===== config.mk =====
export PLATFORM = sky130hd
export DESIGN_NAME = e2h_turn
export DESIGN_NICKNAME = d
export VERILOG_FILES = /design/src/e2h_pkg.sv /design/src/e2h_turn.sv
export SDC_FILE = /design/constraint.sdc
export NUM_CORES = 1
export LEC_CHECK = 0
export BUFFER_PORTS_ARGS = -buffer_cell sky130_fd_sc_hd__buf_2
export CAP_MARGIN = 10
export CORE_MARGIN = 4
export CORE_UTILIZATION = 26
export CTS_BUF_LIST = sky130_fd_sc_hd__clkbuf_8
export CTS_CLUSTER_DIAMETER = 30
export DETAILED_ROUTE_END_ITERATION = 10
export SLEW_MARGIN = 0
export SYNTH_ARGS = -nofsm -noshare
export SYNTH_HDL_FRONTEND = slang
export SYNTH_SLANG_ARGS = --single-unit

===== constraint.sdc =====
create_clock -name clock -period 6.53 [get_ports clock]
set_input_delay 1.306 -clock clock [delete_from_list [all_inputs] [get_ports clock]]
set_output_delay 1.306 -clock clock [all_outputs]
set_load 0.01 [all_outputs]

===== src/e2h_pkg.sv =====
// Shared types, constants and tables for the equatorial to horizontal converter.
// Used by every module under src; depends on nothing else.
`timescale 1ns / 1ps

package e2h_pkg;

   // Angle scaling of the ports: degrees times 2^ANGLE_FRAC_BITS.
   localparam int ANGLE_FRAC_BITS = 12;
   localparam int CORDIC_STAGES   = 24;

   localparam int HALF_TURN_DEG = 180 << ANGLE_FRAC_BITS;
   localparam int FULL_TURN_DEG = 360 << ANGLE_FRAC_BITS;

   // Word widths.
   localparam int ANG_W   = 22;              // folded angle, signed degrees
   localparam int TURN_W  = 32;              // binary angle, 2^32 per turn
   localparam int CW_W    = 36;              // CORDIC x and y
   localparam int ZW_W    = 34;              // CORDIC angle accumulator
   localparam int Q_W     = 33;              // Q30 sine, cosine and products
   localparam int Q_FRAC  = 30;
   localparam int S_W     = 32;              // clamped altitude sine
   localparam int V_W     = 61;              // 1 - s^2 in Q60
   localparam int SQ_W    = 62;              // square root remainder and root
   localparam int SQRT_STAGES = 31;
   localparam int SQ_TOP  = 60;              // first trial bit of the root
   localparam int DEG_W   = 9 + ANGLE_FRAC_BITS;
   localparam int PROD_W  = TURN_W + DEG_W;

   localparam longint ONE_Q30      = 64'sd1 << Q_FRAC;
   localparam longint QUARTER_TURN = 64'sd1 << 30;
   localparam longint GAIN_Q30     = 64'sd652032874;
   localparam longint DEG_SCALE    = 64'sd360 << ANGLE_FRAC_BITS;

   // Degrees to turns: q = floor((m * 2^REM_SHIFT + 22) / 45), split as
   // m = 45 * quotient + remainder with the remainder part from a table.
   localparam int REM_SHIFT   = 29 - ANGLE_FRAC_BITS;
   localparam int RECIP_SHIFT = 27;
   localparam int RECIP_MUL   = (1 << RECIP_SHIFT) / 45;
   localparam int EST_W       = ANG_W - 5;

   typedef logic signed [ANG_W-1:0] ang_type;
   typedef logic [TURN_W-1:0]       turn_type;
   typedef logic signed [CW_W-1:0]  cw_type;
   typedef logic signed [ZW_W-1:0]  zw_type;
   typedef logic signed [Q_W-1:0]   q_type;

   // One CORDIC word handed from cell to cell; tag rides along.
   typedef struct packed {
      cw_type x;
      cw_type y;
      zw_type z;
      logic   tag;
   } cordic_word_type;

   // One square root word handed from cell to cell.
   typedef struct packed {
      logic [SQ_W-1:0] rem;
      logic [SQ_W-1:0] root;
   } sqrt_word_type;

   typedef logic [44:0][TURN_W-1:0] frac_tbl_type;

   function automatic frac_tbl_type frac_table();
      frac_tbl_type t;
      longint       v;
      for (int r = 0; r < 45; r++) begin
         v    = ((longint'(r) << REM_SHIFT) + 64'sd22) / 45;
         t[r] = v[TURN_W-1:0];
      end
      return t;
   endfunction

   localparam frac_tbl_type FRAC_TBL = frac_table();

   // Arctangent of 2^-i in binary angle units.
   localparam logic [0:31][31:0] ARCTAN_TURNS = '{
      32'h20000000, 32'h12E4051E, 32'h09FB385B, 32'h051111D4, 32'h028B0D43,
      32'h0145D7E1, 32'h00A2F61E, 32'h00517C55, 32'h0028BE53, 32'h00145F2F,
      32'h000A2F98, 32'h000517CC, 32'h00028BE6, 32'h000145F3, 32'h0000A2FA,
      32'h0000517D, 32'h000028BE, 32'h0000145F, 32'h00000A30, 32'h00000518,
      32'h0000028C, 32'h00000146, 32'h000000A3, 32'h00000051, 32'h00000029,
      32'h00000014, 32'h0000000A, 32'h00000005, 32'h00000003, 32'h00000001,
      32'h00000001, 32'h00000000
   };

endpackage


===== src/e2h_turn.sv =====
// Five-stage converter from scaled degrees to a 32-bit binary angle.
// Depends on e2h_pkg.
`timescale 1ns / 1ps

module e2h_turn import e2h_pkg::*; (
   input  logic     clock,
   input  logic     enable,
   input  ang_type  angle_i,
   output turn_type turn_o
);

   logic                   neg1_ff, neg2_ff, neg3_ff, neg4_ff;
   logic [ANG_W-1:0]       mag1_ff, mag2_ff;
   logic [EST_W-1:0]       est_ff;
   logic [EST_W-1:0]       quo_ff;
   logic [5:0]             rem_ff;
   turn_type               sum_ff;
   turn_type               turn_ff;
   logic [2*ANG_W-1:0]     prod_in;
   logic [ANG_W-1:0]       r0_in;
   logic [63:0]            sum_in;

   always_comb begin
      prod_in = mag1_ff * ANG_W'(RECIP_MUL);
      r0_in   = mag2_ff - ANG_W'(est_ff) * ANG_W'(45);
      sum_in  = (64'(quo_ff) << REM_SHIFT) + 64'(FRAC_TBL[rem_ff]);
   end

   always_ff @(posedge clock) begin
      if (enable) begin
         // Magnitude and sign.
         neg1_ff <= angle_i[ANG_W-1];
         mag1_ff <= angle_i[ANG_W-1] ? ANG_W'(-angle_i) : ANG_W'(angle_i);
         // Quotient estimate by 45, at most one short.
         neg2_ff <= neg1_ff;
         mag2_ff <= mag1_ff;
         est_ff  <= prod_in[RECIP_SHIFT+EST_W-1:RECIP_SHIFT];
         // Correct the estimate and keep the remainder.
         neg3_ff <= neg2_ff;
         if (r0_in >= ANG_W'(45)) begin
            quo_ff <= est_ff + EST_W'(1);
            rem_ff <= 6'(r0_in - ANG_W'(45));
         end else begin
            quo_ff <= est_ff;
            rem_ff <= 6'(r0_in);
         end
         // Compose the turn magnitude.
         neg4_ff <= neg3_ff;
         sum_ff  <= sum_in[TURN_W-1:0];
         // Apply the sign.
         turn_ff <= neg4_ff ? (TURN_W'(0) - sum_ff) : sum_ff;
      end
   end

   assign turn_o = turn_ff;

endmodule


# ---- Yosys cells after proc, flatten, opt, wreduce, memory -nomap -nowiden
# Memories as Yosys holds them, arrays and structs flattened. A register that Yosys moved wholly into a read port is not among the register bits.
# Cells that the tools add are included.
dict set report totals {
  register_bits 150
  romBits 2048
  input_bits 24
  out_inout_bits 32
  wordCells 29
  n_memories 1
}
dict set report classes {
  addsub 6
  n_mul 2
  order_cmp 2
  muxes 6
}
# name depth width read_ports rd_ports_with_merged_regs write_ports line
set mem_list {}
lappend mem_list {{(no name shown)} 64 32 1 1 0 e2h_turn.sv:26} ;# sum_in = (64'(quo_ff) << REM_SHIFT) + 64'(FRAC_TBL[rem_ff]);
# op count
set ops {}
lappend ops {{32-bit two-way mux} 2}
lappend ops {{22-bit by 19-bit multiplier with 41-bit output, second input constant} 1}
lappend ops {{32-bit adder} 1}
lappend ops {{1-bit by 32-bit subtractor with 32-bit output, first input constant} 1}
lappend ops {{22-bit by 6-bit greater-or-equal comparator with 1-bit output, second input constant} 1}
lappend ops {{17-bit by 6-bit multiplier with 22-bit output, second input constant} 1}
lappend ops {{22-bit negation} 1}
lappend ops {{22-bit subtractor} 1}
lappend ops {{21-bit two-way mux} 1}
lappend ops {{15-bit by 1-bit adder with 15-bit output, second input constant} 1}
lappend ops {{15-bit two-way mux} 1}
lappend ops {{6-bit two-way mux} 2}
lappend ops {{6-bit by 7-bit less-than comparator with 1-bit output, second input constant} 1}
lappend ops {{6-bit subtractor, second input constant} 1}

# ---- Logic depth before layout (Yosys ltp)
# Gate-level depths: netlist of the first run.
dict set report logic_depth {
  depth_word 5
  ltp_mapped 29
  mapped_depth_nobuf 26
}

# ---- Worst setup path after synthesis of the first run
# No wires, ideal clock.
dict set report synth_timing {
  path_kind {register -> register}
  start {register mag1_ff[20]}
  end {register est_ff[16], data pin}
  setup_ns 0.260
  arrival_time_ns 6.349
  required_ns 6.270
  path_slack_ns -0.079
  path_stages_with_launch 24
  path_buffers 0
  period_less_slack_ns 6.609
  cell_sequence {edfxtp_1 -> ha_1 -> inv_1 -> fa_1 -> inv_1 -> fa_1 -> inv_1 -> fa_1 -> inv_1 -> fa_1 -> fa_1 -> ha_1 -> a21oi_1 -> o211ai_1 -> a2111oi_0 -> o211ai_1 -> nand4_1 -> a41oi_1 -> o21ai_0 -> a211oi_1 -> or3_1 -> o31a_1 -> a21oi_1 -> xnor2_1}
}
dict set report synth_between {
  elab_chain_cells 1
}
# element line
set synth_rtl {}
lappend synth_rtl {{start: declaration} e2h_turn.sv:13} ;# logic [ANG_W-1:0] mag1_ff, mag2_ff;
lappend synth_rtl {{start signal: assignment} e2h_turn.sv:33} ;# mag1_ff <= angle_i[ANG_W-1] ? ANG_W'(-angle_i) : ANG_W'(angle_i);
lappend synth_rtl {{22-bit by 19-bit multiplier with 41-bit output} e2h_turn.sv:24} ;# prod_in = mag1_ff * ANG_W'(RECIP_MUL);
lappend synth_rtl {{named net prod_in[43]} e2h_turn.sv:19} ;# logic [2*ANG_W-1:0] prod_in;
lappend synth_rtl {{end signal: assignment} e2h_turn.sv:37} ;# est_ff <= prod_in[RECIP_SHIFT+EST_W-1:RECIP_SHIFT];
lappend synth_rtl {{end: declaration} e2h_turn.sv:14} ;# logic [EST_W-1:0] est_ff;
# The timed path passes the listed nets, and every way through them passes these cells.
# A chain may end at the register's enable or synchronous reset.

# ---- Worst setup path after layout of the first run
dict set report layout_timing {
  start {register mag1_ff[15]}
  end {register est_ff[16], data pin}
}
# The elaborated chain is that of the path after synthesis.

==> results of run 1 <==
## cell usage after synthesis (15+ instances only)
| cell type | count |
|---|---|
| xnor2_1 | 90 |
| nand3_1 | 22 |
| inv_1 | 336 |
| dfxtp_1 | 17 |
| xor2_1 | 18 |
| clkbuf_1 | 15 |
| edfxtp_1 | 150 |
| o21ai_0 | 49 |
| nor2_1 | 46 |
| ha_1 | 226 |
| a21oi_1 | 46 |
| o31ai_1 | 17 |
| fa_1 | 184 |
| nand2_1 | 84 |
| nor3_1 | 18 |
## what timing repair did
action / 4_1_cts / 5_1_grt
endpoints found under the hold margin: 0 / 0
resized for setup: 16 / 87
setup buffers: 8 / 28
setup endpoints to repair: 8 / 15
pin swaps: 8 / 65
## critical path: cells and delay by family (launching register included)
family / cells / cell delay [ns]
flip-flops: 1 / 0.53
buffers and inverters: 6 / 0.48
AND/OR/NAND/NOR: 2 / 0.54
AO/OA/AOI/OAI: 9 / 1.51
XOR/XNOR: 1 / 0.09
adder cells (fa/ha/maj): 7 / 3.05
## layout make-up
class,instances,share of cell area [%]
multi-input cells,1013,54.4
flip-flops and latches,167,23.9
repair buffers,245,8.47
inverters,337,6.26
well taps,846,5.23
clock buffers,17,1.16
clock inverters,15,0.525
diodes,1,0.0124
## flip-flops by register name, summed over array words and instances (netlist names)
name and count:
est_ff 17, mag1_ff 22, sum_in 17, turn_o 32, neg2_ff 1, neg4_ff 1
rem_ff 6, quo_ff 15, sum_ff 32, mag2_ff 22, neg3_ff 1, neg1_ff 1
## stage by stage
stage	setup TNS, ns	worst slack (ns)	instances	util [%]
2_1_floorplan	0	0.00534	1548	-
3_3_place_gp	-0.451	-0.179	2573	30.1
3_5_place_dp	-0.907	-0.226	2573	30.1
4_1_cts	-0.0344	-0.0344	2613	30.9
5_1_grt	-0.535	-0.174	2641	31.9
6_report	0	0.0459	2641	31.9
## routing by layer
metal | vias up | routed length (µm) | part of all wire (%)
met4 | 0 | 520 | 1.3
met3 | 30 | 1300 | 3.3
met2 | 168 | 18700 | 48
met5 | - | 0 | 0
li1 | 5658 | - | -
met1 | 5603 | 18600 | 48
## worst paths after layout
path	start	endpoint	slack, ns	depth (start not counted)
worst max register to register	mag1_ff[15]	est_ff[16]	0.05	25
worst max-delay path	mag1_ff[15]	est_ff[16]	0.05	25
worst min-delay path	quo_ff[6]	sum_ff[23]	0.41	0
worst min register to register	quo_ff[6]	sum_ff[23]	0.41	0
## cells by family after synthesis
logic type               count (synthesis)
AND/OR/NAND/NOR                        255
multiplexers                            13
flip-flops                             167
XOR/XNOR                               111
adder cells (fa/ha/maj)                410
buffers and inverters                  368
AO/OA/AOI/OAI                          224
==> flow_summary.json, run 1 <==
{
  "outcome": "finished clean",
  "synth_top_family_by_area": "adder cells",
  "synth_top_area_share_pct": 26.9,
  "initial_utilization_pct": 26.4,
  "fin_area_um2": 20200,
  "die_w_um": 262,
  "hold_ws_ns": 0.406,
  "fmax_ghz": 0.154,
  "yosysSeqAreaShare_pct": 28.9,
  "worst-setup-path-type": "reg -> reg",
  "yosys.area.top_type": "edfxtp_1",
  "post_dp_cell_area_um2": 19100,
  "io_buffers": 55,
  "drc": 0,
  "antenna_found_initial": 1,
  "period_needed_ns": 6.48,
  "met3_usage_pct": 1.85,
  "synth-compound-area-share_pct": 9.29,
  "synth.avg_cell_area_um2": 10.8,
  "yosys_most_used_dff": "edfxtp_1",
  "ys_types": 88,
  "busiest_layer": "met2",
  "synth_area_um2": 16800,
  "crit_required_ns": 6.77,
  "cp.arrival_ns": 6.72,
  "viasPerCell": 4.34,
  "fillers": 6473,
  "drive_above_1_share_pct": 21.1,
  "grt_pass1_wl_mm": 62.9,
  "synthXorXnorAreaFrac_pct": 6.00,
  "met1_usage_pct": 15.7,
  "die_area_um2": 68600,
  "finalCritPeriodShare_pct": 99.3,
  "muxShareOfSynthArea_pct": 0.783,
  "grtUsageTotal_pct": 11.6,
  "drtIter0Drc": 582,
  "clock_latency_ns": 0.50,
  "cts_tree": "built",
  "hp-class": "reg -> reg",
  "finalNetCount": 2215,
  "regArea_um2": 4840,
  "grt_use_met2_pct": 19.7,
  "tightest_slew_ns": 1.01,
  "hpwl_mm": 32.8,
  "dr_total_vias": 11459,
  "cts_buffers": 17,
  "drv_slew": 0,
  "rsz0062_at_grt": "yes",
  "yosysWarningCount": 0,
  "layout_common_cells": "inv_1 (326), ha_1 (197), buf_4 (188), fa_1 (181), edfxtp_1 (150)",
  "syn-instance-count": 1548,
  "cts_max_path_buffers": 2,
  "setup_violations": 0,
  "yosys.area_share.simple_pct": 7.65,
  "overflow": 0,
  "yosys.area_share.adder_pct": 38.8,
  "cp_max_fo": 4,
  "synth_fp_nets": 1982,
  "io_pins": 56,
  "wirelength_mm": 39.2,
  "grt_pass1_vias": 12092,
  "ys_seq_elements": 167,
  "drv_cap": 0,
  "async_reset_ff_share_pct": 0,
  "crit_path_top_delay_cell": "fa_1",
  "die_h_um": 262,
  "multiInputGateArea_um2": 11000,
  "wire_per_inst_um": 14.8,
  "h-tree-depth": 4,
  "rows": 92,
  "clkTransAtPathRegs_ns": 0.10,
  "synth-edff-count": 150,
  "final_common_cell": "inv_1",
  "fin_worst_skew_ns": 0.0261,
  "cts_hold_buf": 0,
  "gp_congestion": 0.871,
  "core_area_um2": 63400,
  "path_common_cell": "fa_1",
  "areaGrowthSynthToFinish_pct": 20.7,
  "grt_start_max_net_pins": 61,
  "clock-sinks": 167,
  "max_stage_delay_ns": 0.55,
  "end_kind": "register",
  "slew_headroom_pct": 32.6,
  "cp-start-kind": "register",
  "clockRootBuffer": "clkbuf_8",
  "finalHoldViolations": 0,
  "drt_first_pass_iters": 4,
  "antenna_left": 0,
  "ys_top_cells_by_area": "edfxtp_1 (27%), fa_1 (22%), ha_1 (17%), inv_1 (7.5%), xnor2_1 (4.7%)"
}
Power of run 1 is not shown: default switching activity piles up to over one toggle a cycle in this logic, so the estimate is an artifact.
==> run 2: changes to the inputs <==
--- a/config.mk
+++ b/config.mk
@@ -7,11 +7,15 @@
 export LEC_CHECK = 0
 export BUFFER_PORTS_ARGS = -buffer_cell sky130_fd_sc_hd__buf_2
 export CAP_MARGIN = 10
+export CELL_PAD_IN_SITES_DETAIL_PLACEMENT = 1
+export CELL_PAD_IN_SITES_GLOBAL_PLACEMENT = 1
 export CORE_MARGIN = 4
 export CORE_UTILIZATION = 26
 export CTS_BUF_LIST = sky130_fd_sc_hd__clkbuf_8
 export CTS_CLUSTER_DIAMETER = 30
 export DETAILED_ROUTE_END_ITERATION = 10
+export GPL_TIMING_DRIVEN = 0
+export PLACE_DENSITY_LB_ADDON = 0.1
 export SLEW_MARGIN = 0
 export SYNTH_ARGS = -nofsm -noshare
 export SYNTH_HDL_FRONTEND = slang
==> flow_summary.json, run 2 (synthesized netlist as in run 1, its figures left out) <==
{
  "outcome": "complete, but fails checks",
  "violations": "negative setup slack",
  "gp_congestion": 0.796,
  "antenna_left": 0,
  "tightest_slew_ns": 1.03,
  "die_area_um2": 68600,
  "hp-class": "reg -> reg",
  "drive_above_1_share_pct": 22.0,
  "postLayoutSetupSlackWorst_ns": -0.144,
  "grtUsageTotal_pct": 13.9,
  "setup_violations": 4,
  "finalHoldViolations": 0,
  "fin_worst_skew_ns": 0.0304,
  "drv_slew": 0,
  "finalSetupTns_ns": -0.330,
  "end_kind": "register",
  "io_pins": 56,
  "die_h_um": 262,
  "clkTransAtPathRegs_ns": 0.11,
  "antenna_found_initial": 1,
  "slew_headroom_pct": 31.2,
  "dr_total_vias": 11430,
  "drt_first_pass_iters": 5,
  "grt_pass1_wl_mm": 72.0,
  "cp_max_fo": 3,
  "fin_util_pct": 32.5,
  "drv_cap": 0,
  "wire_per_inst_um": 17.7,
  "grt_start_max_net_pins": 92,
  "wirelength_mm": 46.1,
  "layout_common_cells": "inv_1 (314), ha_1 (187), fa_1 (180), edfxtp_1 (150), buf_4 (119)",
  "rsz0062_at_grt": "yes",
  "h-tree-depth": 4,
  "dp_slack_ns": -1.69,
  "core_area_um2": 63400,
  "fmax_ghz": 0.150,
  "initial_utilization_pct": 26.4,
  "cts_max_path_buffers": 2,
  "clock_latency_ns": 0.56,
  "hpwl_mm": 36.7,
  "overflow": 0,
  "cts_buffers": 17,
  "io_buffers": 55,
  "period_needed_ns": 6.67,
  "cp.arrival_ns": 6.97,
  "areaGrowthSynthToFinish_pct": 22.7,
  "worst-setup-path-type": "reg -> reg",
  "crit_required_ns": 6.83,
  "cts_tree": "built",
  "drc": 0,
  "clock-sinks": 167,
  "finalNetCount": 2183,
  "die_w_um": 262,
  "drtIter0Drc": 431,
  "cts_hold_buf": 0,
  "grt_pass1_vias": 12513,
  "viasPerCell": 4.38,
  "cp-start-kind": "register",
  "clockRootBuffer": "clkbuf_8",
  "rows": 92,
  "fillers": 7064,
  "finalCritPeriodShare_pct": 102,
  "final_common_cell": "inv_1"
}
[run 2: critical path: stages, from the launching register on]
cell       delay, ns
edfxtp_1        0.53
buf_6           0.18
ha_4            0.27
inv_4           0.04
fa_1            0.50
inv_1           0.05
fa_1            0.50
inv_2           0.07
fa_1            0.51
inv_2           0.04
fa_1            0.46
fa_1            0.55
ha_4            0.22
a21oi_2         0.11
o211ai_1        0.11
buf_4           0.17
a2111oi_4       0.22
buf_4           0.18
nand2_2         0.04
nand4_1         0.15
a41oi_2         0.19
o21ai_2         0.23
a211oi_2        0.11
or3_4           0.41
o31a_1          0.33
a21oi_2         0.14
xnor2_1         0.10
[run 2: path summary, 6_finish.rpt]
kind	start	to	slack (ns)	depth (start not counted)
setup / recovery	mag1_ff[18]	est_ff[16]	-0.14	26
hold reg to reg	quo_ff[8]	sum_ff[25]	0.41	0
setup reg to reg	mag1_ff[18]	est_ff[16]	-0.14	26
hold / removal	quo_ff[8]	sum_ff[25]	0.41	0
[run 2: per-layer routing]
metal | GRT usage [%] | share of wire (%) | up-vias | routed length, µm
met2 | 24.9 | 52 | 125 | 24000
met3 | 2.05 | 2.4 | 30 | 1110
met5 | 0 | 0 | - | 0
met1 | 17.6 | 44 | 5683 | 20500
met4 | 3.44 | 1.2 | 0 | 555
li1 | - | - | 5592 | -
[run 2: final cells by class]
cell class	count	area (µm²)	area share, %
Antenna cell	1	2.50	0.0122
Buffer	26	216	1.05
Clock buffer	18	248	1.20
Clock inverter	14	200	0.973
Inverter	337	1290	6.26
Multi-Input combinational cell	1013	11400	55.2
Sequential cell	167	4840	23.5
Tap cell	846	1060	5.14
Timing Repair Buffer	187	1350	6.58
[run 2: what timing repair did]
item / in CTS / in global routing
resized for setup: 119 / 95
buffers inserted: 95 / 36
pin swaps: 64 / 61
endpoints found under the setup margin: 40 / 20
endpoints found under the hold margin: 0 / 0
[run 2: through the flow]
step | cell area, µm² | hold WS, ns | cells
final | 20600 | 0.409 | 2609
after floorplan | 16800 | 0.386 | 1548
after CTS | 19900 | 0.409 | 2573
after global placement | 18100 | 0.386 | 2449
after detailed placement | 18100 | 0.390 | 2450
after global routing | 20600 | 0.418 | 2609
Power of run 2 is left out for the same reason.
